**config.mk**
```make
export PLATFORM = sky130hd
export DESIGN_NAME = nonpreemptive_priority_scheduler
export DESIGN_NICKNAME = d
export VERILOG_FILES = /design/src/rtl/nps_pkg.sv /design/src/rtl/nps_datapath.sv /design/src/rtl/nps_ctrl.sv /design/src/rtl/nonpreemptive_priority_scheduler.sv
export SDC_FILE = /design/constraint.sdc
export NUM_CORES = 2
export LEC_CHECK = 0
export ABC_AREA = 0
export BUFFER_PORTS_ARGS = -buffer_cell sky130_fd_sc_hd__buf_2
export CORE_MARGIN = 1
export CORE_UTILIZATION = 46
export DETAILED_ROUTE_END_ITERATION = 7
export PLACE_DENSITY_LB_ADDON = 0.1
export SETUP_SLACK_MARGIN = 0.1
export SYNTH_ARGS = -nofsm -noshare
export SYNTH_HDL_FRONTEND = slang
export SYNTH_SLANG_ARGS = --single-unit
```
**constraint.sdc**
```tcl
create_clock -name clk -period 7.25 [get_ports clk]
set_clock_uncertainty 0.05 [all_clocks]
set_input_delay 0.725 -clock clk [delete_from_list [all_inputs] [get_ports clk]]
set_output_delay 0.725 -clock clk [all_outputs]
set_load 0.05 [all_outputs]
```
**src/rtl/nps_pkg.sv**
```systemverilog
// ============================================================================
// nps_pkg
// Shared sizes, payload structs and controller/datapath interface structs
// for the non-preemptive priority scheduler.
// ============================================================================
package nps_pkg;

    // Process table depth (1 to 127)
    localparam int MAX_PROCS = 64;
    // Entry index width and process-count width
    localparam int IDX_W = (MAX_PROCS > 1) ? $clog2(MAX_PROCS) : 1;
    localparam int CNT_W = $clog2(MAX_PROCS + 1);

    localparam int TIME_W = 23;

    // One process descriptor on the input channel
    typedef struct packed {
        logic [15:0] arrival;
        logic [15:0] burst;
        logic [7:0]  prio;
        logic        last_item;
    } in_item_t;

    // One per-process result on the output channel
    typedef struct packed {
        logic [6:0]        proc_id;
        logic [TIME_W-1:0] finish_time;
        logic [TIME_W-1:0] turnaround;
        logic [TIME_W-1:0] waiting;
        logic              last_result;
    } out_item_t;

    // Controller to datapath commands
    typedef struct packed {
        logic load_en;      // input channel open
        logic addr_clear;   // rewind read address, clear scan candidates
        logic scan_issue;   // read next entry for the scan compare
        logic dispatch;     // run the picked process or jump time
        logic out_issue;    // read next entry for a result
        logic out_capture;  // form the result into the output register
        logic set_clear;    // drop the finished set
    } nps_cmd_t;

    // Datapath to controller status
    typedef struct packed {
        logic load_last;    // closing item transferred this cycle
        logic addr_last;    // read address is at the last held entry
        logic sched_done;   // every held process has completed
        logic out_taken;    // result transferred this cycle
        logic out_last;     // result in the output register closes the set
    } nps_status_t;

endpackage

```
**src/rtl/nps_datapath.sv**
```systemverilog
// ============================================================================
// nps_datapath
// Process table, scan compare, simulated clock, finish times and the
// result register of the scheduler.
// ============================================================================
module nps_datapath (
    input  logic              clk,
    input  logic              rst_n,
    input  nps_pkg::nps_cmd_t cmd,
    output nps_pkg::nps_status_t status,
    input  logic              in_valid,
    input  nps_pkg::in_item_t in_data,
    output logic              out_valid,
    input  logic              out_stall,
    output nps_pkg::out_item_t out_data
);
    import nps_pkg::*;

    typedef struct packed {
        logic [15:0] arrival;
        logic [15:0] burst;
        logic [7:0]  prio;
    } proc_rec_t;

    // Process table and finish-time memory
    proc_rec_t         proc_mem [MAX_PROCS];
    logic [TIME_W-1:0] fin_mem  [MAX_PROCS];

    logic [MAX_PROCS-1:0] done_reg;
    logic [CNT_W-1:0]     count_reg;
    logic [CNT_W-1:0]     completed_reg;
    logic [TIME_W-1:0]    time_reg;
    logic [IDX_W-1:0]     addr_reg;
    logic [IDX_W-1:0]     cmp_idx_reg;
    logic                 cmp_valid_reg;
    proc_rec_t            rd_rec_reg;
    logic [TIME_W-1:0]    rd_fin_reg;

    // Scan candidates: best arrived process and earliest pending arrival
    logic                 best_valid_reg;
    logic [IDX_W-1:0]     best_idx_reg;
    logic [7:0]           best_prio_reg;
    logic [15:0]          best_arr_reg;
    logic [15:0]          best_burst_reg;
    logic                 next_valid_reg;
    logic [15:0]          next_arr_reg;

    logic                 out_valid_reg;
    out_item_t            out_reg;

    logic                 load_xfer;
    logic                 store_en;
    logic                 arrived;
    logic                 take_best;
    logic                 take_next;
    logic [TIME_W-1:0]    run_end;
    logic [TIME_W-1:0]    tat;
    logic [TIME_W-1:0]    wt;

    assign load_xfer = cmd.load_en & in_valid;
    assign store_en  = load_xfer & (count_reg < CNT_W'(MAX_PROCS));

    // Compare stage on the registered read data
    assign arrived   = (TIME_W'(rd_rec_reg.arrival) <= time_reg);
    assign take_best = cmp_valid_reg & ~done_reg[cmp_idx_reg] & arrived &
                       (~best_valid_reg ||
                        (rd_rec_reg.prio < best_prio_reg) ||
                        ((rd_rec_reg.prio == best_prio_reg) &&
                         (rd_rec_reg.arrival < best_arr_reg)));
    assign take_next = cmp_valid_reg & ~done_reg[cmp_idx_reg] & ~arrived &
                       (~next_valid_reg || (rd_rec_reg.arrival < next_arr_reg));

    assign run_end = time_reg + TIME_W'(best_burst_reg);

    // Result arithmetic
    assign tat = rd_fin_reg - TIME_W'(rd_rec_reg.arrival);
    assign wt  = tat - TIME_W'(rd_rec_reg.burst);

    // Memories: one write, registered read
    always_ff @(posedge clk)
    begin
        if (store_en)
        begin
            proc_mem[count_reg[IDX_W-1:0]] <= '{arrival: in_data.arrival,
                                                burst:   in_data.burst,
                                                prio:    in_data.prio};
        end
        if (cmd.dispatch && best_valid_reg)
        begin
            fin_mem[best_idx_reg] <= run_end;
        end
        if (cmd.scan_issue || cmd.out_issue)
        begin
            rd_rec_reg <= proc_mem[addr_reg];
            rd_fin_reg <= fin_mem[addr_reg];
            cmp_idx_reg <= addr_reg;
        end
    end

    // Candidate payloads
    always_ff @(posedge clk)
    begin
        if (take_best)
        begin
            best_idx_reg   <= cmp_idx_reg;
            best_prio_reg  <= rd_rec_reg.prio;
            best_arr_reg   <= rd_rec_reg.arrival;
            best_burst_reg <= rd_rec_reg.burst;
        end
        if (take_next)
        begin
            next_arr_reg <= rd_rec_reg.arrival;
        end
        if (cmd.out_capture)
        begin
            out_reg.proc_id     <= 7'(cmp_idx_reg) + 7'd1;
            out_reg.finish_time <= rd_fin_reg;
            out_reg.turnaround  <= tat;
            out_reg.waiting     <= wt;
            out_reg.last_result <= (CNT_W'(cmp_idx_reg) == count_reg - CNT_W'(1));
        end
    end

    // Control state
    always_ff @(posedge clk or negedge rst_n)
    begin
        if (!rst_n)
        begin
            done_reg       <= '0;
            count_reg      <= '0;
            completed_reg  <= '0;
            time_reg       <= '0;
            addr_reg       <= '0;
            cmp_valid_reg  <= 1'b0;
            best_valid_reg <= 1'b0;
            next_valid_reg <= 1'b0;
            out_valid_reg  <= 1'b0;
        end
        else
        begin
            cmp_valid_reg <= cmd.scan_issue;

            if (store_en)
            begin
                count_reg <= count_reg + CNT_W'(1);
            end

            // Address walk over held entries
            if (cmd.addr_clear)
            begin
                addr_reg <= '0;
            end
            else if (cmd.scan_issue || cmd.out_issue)
            begin
                addr_reg <= addr_reg + IDX_W'(1);
            end

            // Candidate flags
            if (cmd.addr_clear)
            begin
                best_valid_reg <= 1'b0;
                next_valid_reg <= 1'b0;
            end
            else
            begin
                if (take_best)
                begin
                    best_valid_reg <= 1'b1;
                end
                if (take_next)
                begin
                    next_valid_reg <= 1'b1;
                end
            end

            // Dispatch: run to completion, or jump to next arrival
            if (cmd.dispatch)
            begin
                if (best_valid_reg)
                begin
                    time_reg               <= run_end;
                    done_reg[best_idx_reg] <= 1'b1;
                    completed_reg          <= completed_reg + CNT_W'(1);
                end
                else
                begin
                    time_reg <= TIME_W'(next_arr_reg);
                end
            end

            // Result register
            if (cmd.out_capture)
            begin
                out_valid_reg <= 1'b1;
            end
            else if (out_valid_reg && !out_stall)
            begin
                out_valid_reg <= 1'b0;
            end

            if (cmd.set_clear)
            begin
                done_reg      <= '0;
                count_reg     <= '0;
                completed_reg <= '0;
                time_reg      <= '0;
            end
        end
    end

    assign status.load_last  = load_xfer & in_data.last_item;
    assign status.addr_last  = (CNT_W'(addr_reg) == count_reg - CNT_W'(1));
    assign status.sched_done = (completed_reg == count_reg);
    assign status.out_taken  = out_valid_reg & ~out_stall;
    assign status.out_last   = out_reg.last_result;

    assign out_valid = out_valid_reg;
    assign out_data  = out_reg;

endmodule

```
**src/rtl/nps_ctrl.sv**
```systemverilog
// ============================================================================
// nps_ctrl
// Sequencer of the scheduler: load, scan and dispatch rounds, result
// readout and set clear.
// ============================================================================
module nps_ctrl (
    input  logic                 clk,
    input  logic                 rst_n,
    input  nps_pkg::nps_status_t status,
    output nps_pkg::nps_cmd_t    cmd
);
    import nps_pkg::*;

    typedef enum logic [3:0] {
        S_LOAD,
        S_CHECK,
        S_SCAN,
        S_DRAIN,
        S_DISPATCH,
        S_OUT_ISSUE,
        S_OUT_CAPTURE,
        S_OUT_HOLD,
        S_CLEAR
    } state_t;

    state_t state_reg;
    state_t state_next;

    // Next state
    always_comb
    begin
        state_next = state_reg;
        unique case (state_reg)
            S_LOAD:
            begin
                if (status.load_last)
                begin
                    state_next = S_CHECK;
                end
            end
            S_CHECK:
            begin
                state_next = status.sched_done ? S_OUT_ISSUE : S_SCAN;
            end
            S_SCAN:
            begin
                if (status.addr_last)
                begin
                    state_next = S_DRAIN;
                end
            end
            S_DRAIN:       state_next = S_DISPATCH;
            S_DISPATCH:    state_next = S_CHECK;
            S_OUT_ISSUE:   state_next = S_OUT_CAPTURE;
            S_OUT_CAPTURE: state_next = S_OUT_HOLD;
            S_OUT_HOLD:
            begin
                if (status.out_taken)
                begin
                    state_next = status.out_last ? S_CLEAR : S_OUT_ISSUE;
                end
            end
            S_CLEAR:       state_next = S_LOAD;
            default:       state_next = S_LOAD;
        endcase
    end

    // State register
    always_ff @(posedge clk or negedge rst_n)
    begin
        if (!rst_n)
        begin
            state_reg <= S_LOAD;
        end
        else
        begin
            state_reg <= state_next;
        end
    end

    // Command decode
    always_comb
    begin
        cmd             = '0;
        cmd.load_en     = (state_reg == S_LOAD);
        cmd.addr_clear  = (state_reg == S_CHECK);
        cmd.scan_issue  = (state_reg == S_SCAN);
        cmd.dispatch    = (state_reg == S_DISPATCH);
        cmd.out_issue   = (state_reg == S_OUT_ISSUE);
        cmd.out_capture = (state_reg == S_OUT_CAPTURE);
        cmd.set_clear   = (state_reg == S_CLEAR);
    end

endmodule

```
**src/rtl/nonpreemptive_priority_scheduler.sv**
```systemverilog
// ============================================================================
// nonpreemptive_priority_scheduler
// Loads a set of processes, schedules them non-preemptively by priority and
// returns completion, turnaround and waiting times per process in id order.
//
//   channel  direction  handshake           payload
//   in       sink       in_valid/in_stall   in_item_t  (one process)
//   out      source     out_valid/out_stall out_item_t (one result)
//
// Loading can take a new item every cycle. After the closing item, each
// dispatch round reads the whole table through one memory port, at most 2n
// rounds per set of n held processes. Each result is read, captured into the
// output register and held until taken. in_stall stays high from the closing
// transfer through the cycle after the last result is taken (set clear).
// Reset clears the controller, counts, flags, time and read address only.
// ============================================================================
module nonpreemptive_priority_scheduler (
    input  logic               clk,
    input  logic               rst_n,
    input  logic               in_valid,
    output logic               in_stall,
    input  nps_pkg::in_item_t  in_data,
    output logic               out_valid,
    input  logic               out_stall,
    output nps_pkg::out_item_t out_data
);
    import nps_pkg::*;

    nps_cmd_t    cmd;
    nps_status_t status;

    assign in_stall = ~cmd.load_en;

    nps_ctrl u_ctrl (
        .clk    (clk),
        .rst_n  (rst_n),
        .status (status),
        .cmd    (cmd)
    );

    nps_datapath u_datapath (
        .clk       (clk),
        .rst_n     (rst_n),
        .cmd       (cmd),
        .status    (status),
        .in_valid  (in_valid),
        .in_data   (in_data),
        .out_valid (out_valid),
        .out_stall (out_stall),
        .out_data  (out_data)
    );

endmodule

```
# Word-level counts from Yosys, hierarchy flattened
# Memories as Yosys holds them, arrays and structs flattened. A register that Yosys moved wholly into a read port is not among the register bits.
# Index checks and enable logic that the tools add are counted.
dict set report classes {
  n_addsub 8
  n_lt_le_gt_ge 8
  n_eq_ne 15
  muxes 33
  bitwise_logic 16
  n_reduce_logical 19
}
# op count
set ops {}
lappend ops {{$mux 64} 3}
lappend ops {{$mux 23} 3}
lappend ops {{$or 64x64->64} 1}
lappend ops {{$sub 23x16->23} 2}
lappend ops {{$mux 7} 5}
lappend ops {{$lt 16x16->1} 2}
lappend ops {{$pmux 4 s8} 1}
lappend ops {{$add 23x16->23} 1}
lappend ops {{$le 16x23->1} 1}
lappend ops {{$eq 4x3->1 const B} 4}
lappend ops {{$mux 4} 4}
lappend ops {{$add 7x1->7 const B} 2}
lappend ops {{$eq 6x7->1} 2}
lappend ops {{$lt 6x7->1 const B} 2}
lappend ops {{$reduce_bool 2->1} 7}
lappend ops {{$mux 1} 12}
lappend ops {{$mux 6} 2}
lappend ops {{$and 1x1->1} 9}
lappend ops {{$eq 4x2->1 const B} 2}
lappend ops {{$eq 8x8->1} 1}
lappend ops {{$lt 8x8->1} 1}
lappend ops {{$add 6x1->7 const B} 1}
lappend ops {{$eq 7x7->1} 1}
lappend ops {{$lt 7x7->1 const B} 1}
lappend ops {{other kinds (17)} 29}
dict set report totals {
  ff_bits 260
  ram_bits 4032
  input_bits 45
  output_inout_bits 79
  word_cells 122
  memories 2
}
# memory words word_bits read_ports rd_clocked_by_memory_dff write_ports line
set mem_list {}
lappend mem_list {u_datapath.proc_mem 64 40 1 1 1 nps_datapath.sv:26} ;# proc_rec_t proc_mem [MAX_PROCS];
lappend mem_list {u_datapath.fin_mem 64 23 1 1 1 nps_datapath.sv:27} ;# logic [TIME_W-1:0] fin_mem [MAX_PROCS];

# Depth between registers and ports, before layout
dict set report depth {
  word_depth 8
  mapped_depth 19
  mapped_depth_nobuf 19
}

# Cells and area by module
# From an unflattened synthesis, not the netlist that was laid out.
dict set report unflattened {
  cells_unflattened 7160
  hier_area_um2 168810.7
}
# module instances cells_per_inst area_per_inst_um2 seq_area_each_um2
set modules_own_cells {}
lappend modules_own_cells {nps_datapath 1 7118 168455.3 130099.8}
lappend modules_own_cells {nps_ctrl 1 41 351.6 100.1}
lappend modules_own_cells {nonpreemptive_priority_scheduler 1 1 3.8 0.0}

# Worst setup path before layout
# No wires, ideal clock.
dict set report synth_timing {
  path_kind {register to register}
  from {reg u_datapath.cmp_idx_reg[1]}
  to {reg u_datapath.best_arr_reg[0], enable pin}
  setup_time_ns 0.477
  t_arrival_ns 4.750
  t_required_ns 6.723
  slack_ns 1.973
  path_stages_with_launch 9
  n_path_buf 2
  synth_period_minus_slack_ns 5.277
  cell_sequence {edfxtp_1 -> buf_4 -> clkbuf_1 -> mux4_2 -> mux4_2 -> mux4_2 -> nand2b_4 -> nand2b_4 -> a31oi_1}
}
dict set report synth_via {
  elab_chain_len 6
}
# element line
set synth_rtl {}
lappend synth_rtl {{from (decl)} nps_datapath.sv:34} ;# logic [IDX_W-1:0] cmp_idx_reg;
lappend synth_rtl {{from (signal assigned)} nps_datapath.sv:96} ;# cmp_idx_reg <= addr_reg;
lappend synth_rtl {{$bmux 1 s6} nps_datapath.sv:65} ;# assign take_best = cmp_valid_reg & ~done_reg[cmp_idx_reg] & arrived &
lappend synth_rtl {{$mux 1 (implied by the code)} nps_datapath.sv:65}
lappend synth_rtl {{$not 1->1} nps_datapath.sv:65}
lappend synth_rtl {{$and 1x1->1 (3 in series)} nps_datapath.sv:65}
lappend synth_rtl {{net u_datapath.take_best} nps_datapath.sv:54} ;# logic take_best;
lappend synth_rtl {{to (signal assigned)} nps_datapath.sv:107} ;# best_arr_reg <= rd_rec_reg.arrival;
lappend synth_rtl {{to (decl)} nps_datapath.sv:43} ;# logic [15:0] best_arr_reg;
# The timed path passes the listed nets, and every way through them passes these cells. The select of a mux whose other input is x is not followed.
# A chain may end at the register's enable or synchronous reset.

# Worst setup path in the final report
dict set report layout_timing {
  from {reg, netlist name u_datapath.rd_rec_reg[24]}
  to {reg u_datapath.out_reg, in the netlist u_datapath.out_data[23], data pin}
}
dict set report layout_via {
  elab_chain_len 2
}
# element line
set layout_rtl {}
lappend layout_rtl {{$sub 23x16->23} nps_datapath.sv:76} ;# assign tat = rd_fin_reg - TIME_W'(rd_rec_reg.arrival);
lappend layout_rtl {{net u_datapath.tat[8]} nps_datapath.sv:57} ;# logic [TIME_W-1:0] tat;
lappend layout_rtl {{$sub 23x16->23} nps_datapath.sv:77} ;# assign wt = tat - TIME_W'(rd_rec_reg.burst);
lappend layout_rtl {{net u_datapath.wt[22]} nps_datapath.sv:58} ;# logic [TIME_W-1:0] wt;
lappend layout_rtl {{to (decl)} nps_datapath.sv:49} ;# out_item_t out_reg;
# The timed path passes the listed nets, and every way through them passes these cells.

==> flow_metrics.py <==
metrics = {
    "clock_network": {
        "cts_resized": 0,
        "h-tree-depth": 5,
        "cts_root_buf": "clkbuf_16",
        "clkTransAtPathRegs_ns": 0.06,
        "cts_num_sinks": 4355,
        "clk_latency_ns": 1.02,
        "cts_tree": "done",
        "clockBufferDepth": 4,
        "cts_buffers": 453,
    },
    "power_and_ir_drop": {
        "p_leak_nw": 59.35,
        "power_switching_mw": 23.34,
        "clkPwrFrac_pct": 30.1,
        "power_density_nw_per_um2": 394.3,
        "p_int_mw": 52.05,
        "combPwrFrac_pct": 27.2,
        "switching_share_pct": 30.96,
        "ir_drop_v": 0.0003825,
        "pwr-share-seq_pct": 42.7,
    },
    "critical_path": {
        "start_kind": "register",
        "regToRegEndpoint": "u_datapath.out_data[23]",
        "worst_path_max_delay_cell": "edfxtp_1",
        "slowest_delay_ns": 0.49,
        "path_buf_inv": 0,
        "path_class": "reg -> reg",
        "critical_path_arrival_ns": 5.47,
        "rr_worst_depth": 16,
        "cp_top_family": "compound AO/OA/AOI/OAI gates",
        "crit_path_cell_trace": "ha_1, fa_1, nand2b_1, a21oi_1, o41a_1, xor2_1, ha_1, a21oi_1, nand2_1, a221o_1, a21o_1, o211a_1, o21a_1, nor3_1, nand3_1, xnor2_1",
        "ff2ff_setup_slack_ns": 2.43,
        "critPathMaxFanout": 6,
        "crit_required_ns": 7.90,
        "end_kind": "register",
        "reg2reg_from": "u_datapath.rd_rec_reg[24]",
    },
    "route": {
        "wirelength_mm": 452.2,
        "drt_iter0_markers": 8514,
        "via_per_inst": 6.081,
        "num_vias": 77593,
        "wl_per_cell_um": 35.44,
        "remaining_drc_errors": 0,
        "drtPass1Iterations": 8,
        "drtAntennaViolNets": 0,
    },
    "timing": {
        "rsz0062_at_grt": "no",
        "min_period_over_period_pct": 66.53,
        "setup_viol": 0,
        "maxSlewHeadroom_pct": 5.112,
        "fmax_mhz": 207.3,
        "setup_ws_ns": 2.427,
        "fin_tns_setup_ns": 0,
        "tightestPinTransition_ns": 1.423,
        "drv_slew": 0,
        "period_needed_ns": 4.823,
        "hold_viol_final": 0,
    },
    "logic_synthesis": {
        "synth_area_sq_um": 168500,
        "netlist_top_cells_area": "edfxtp_1, mux4_2, dfrtp_1",
        "synth_cell_types": 66,
        "synth_top_area_share_pct": 75.56,
        "synth_edf_count": 4240,
        "synth_cells": 7130,
        "async_flop_share_pct": 2.641,
        "ys_seq_area_share_pct": 77.27,
        "synth_top_area_cell": "edfxtp_1",
        "ys_ff_latch": 4355,
        "synth_common_cells": "edfxtp_1, mux4_2, nor2_1, clkbuf_1, dfrtp_1",
        "ys_warn_count": 0,
        "synth_top_flop_cell": "edfxtp_1",
        "avgSynthCellArea_sq_um": 23.63,
        "yosysMostFrequentCell": "edfxtp_1",
        "syn-num-nets": 7286,
    },
    "min_path": {
        "hold-path-cell-count": 1,
        "hp-start": "in_data[22]",
        "worstHoldEndpoint": "u_datapath.proc_mem[14][21]",
        "hold_class": "in -> reg",
    },
    "placed_design": {
        "dp_slack_ns": 2.496,
        "port_buffers": 123,
        "place_inst": 11897,
        "place_congestion": 0.8210,
        "post-dp-hpwl_mm": 257.7,
    },
    "cells_and_area": {
        "fin_cells": 12759,
        "area_growth_pct": 13.48,
        "nNetsFinal": 7715,
        "largest_reg_flops": 2560,
        "drive_above_1_share_pct": 31.04,
    },
    "grt": {
        "grt_overflow": 0,
        "grt_pass1_vias": 80723,
        "grt_max_degree": 129,
        "grt_pass1_wl_mm": 636.2,
        "grt_antenna_before_repair": 40,
        "grtUsageTotal_pct": 24.51,
    },
    "flow_run": {
        "cap_viol_max_count": 0,
    },
    "status": {
        "outcome": "completed",
    },
    "die": {
        "core-area_sq_um": 363300,
        "die_area_sq_um": 368700,
        "die_h_um": 607.2,
        "io-pin-count": 124,
        "rows": 221,
        "die_w_um": 607.2,
        "start_util_pct": 46.38,
    },
}
## worst max-delay path by stage
stage                         startpoint                         end  slack, ns  depth (start not counted)
6_report       u_datapath.rd_rec_reg[24]     u_datapath.out_data[23]       2.43                         16
5_1_grt        u_datapath.rd_rec_reg[24]     u_datapath.out_data[23]       2.18                         16
4_1_cts        u_datapath.rd_rec_reg[24]     u_datapath.out_data[23]       2.48                         16
3_5_place_dp   u_datapath.rd_rec_reg[25]     u_datapath.out_data[23]       2.50                         18
3_3_place_gp   u_datapath.rd_rec_reg[25]     u_datapath.out_data[23]       2.43                         18
2_1_floorplan  u_datapath.cmp_idx_reg[1]  u_datapath.best_arr_reg[0]       1.97                          8
## layout make-up
| cell class | count | area, sq um |
|---|---|---|
| antenna | 28 | 70.07 |
| clock buffer | 557 | 11890 |
| clock inverter | 276 | 2544 |
| fill | 28016 | 172100 |
| inverter | 105 | 394.1 |
| multi-input combinational | 2328 | 37710 |
| sequential | 4355 | 130200 |
| tap | 4794 | 5998 |
| timing repair buffer | 316 | 2395 |
## layout by cell type, fill, tap and decap left out, drive strengths merged, types with 5 or more instances in the layout
cell type,count
nand2,66
nor2b,14
clkinvlp,12
edfxtp,4240
a21oi,55
and3,9
mux2i,15
nor2,320
clkinv,216
nand2b,23
nand3b,6
o21ai,48
nor4,9
buf,315
bufinv,38
o21bai,6
diode,28
xnor2,66
a31oi,8
a211oi,7
or3,9
ha,108
xor2,30
o211ai,7
o21a,10
clkbuf,557
a21o,26
o31ai,5
nand3,45
mux4,1344
nand4,20
dfrtp,115
nor3,20
inv,115
## power by group through the flow
stage	sequential (mW)	clock [mW]	combinational (mW)
after detailed placement	32.7	0	20.8
after CTS	32.2	23.1	20.9
final	32.2	22.7	20.5
after floorplan	32.6	0	12.8
after global placement	32.6	0	20.5
after global routing	32.2	24.0	21.8
## metrics by stage
stage                     util (%)  power, mW  cell area (sq um)  hold slack (ns)
final                        52.63      75.39             191200           0.1063
after global routing         52.62      78.01             191200          0.07302
after CTS                    52.61      76.09             191200          0.02023
after detailed placement     48.63      53.52             176700           0.3955
after global placement       48.63      53.19             176700           0.3917
after floorplan                  -      45.45             168500           0.3731
## kinds of logic (layout without fill, tap and decap cells)
| logic type | count (synthesis) | in the layout | synth area share, % |
|---|---|---|---|
| AND/OR/NAND/NOR | 555 | 555 | 1.466 |
| flip-flops | 4355 | 4355 | 77.27 |
| XOR/XNOR | 96 | 96 | 0.4990 |
| adder cells (fa/ha/maj) | 111 | 111 | 0.8376 |
| other | 0 | 28 | 0 |
| AO/OA/AOI/OAI | 207 | 207 | 0.8094 |
| buffers and inverters | 447 | 1254 | 1.068 |
| multiplexers | 1359 | 1359 | 18.05 |
## routing by layer
layer / global-route usage, % / up-vias / share of wire [%]
li1: - / 31346 / -
met3: 3.482 / 597 / 5.7
met2: 41.71 / 2518 / 51
met1: 32.98 / 43126 / 40
met4: 7.357 / 6 / 3.1
met5: 0 / - / 0.0080
## what timing repair did
item,CTS,global route
endpoints found under the hold margin,49,0
hold buffers,1,0
buffers inserted,0,0
Power figures use the tool's default switching activity.
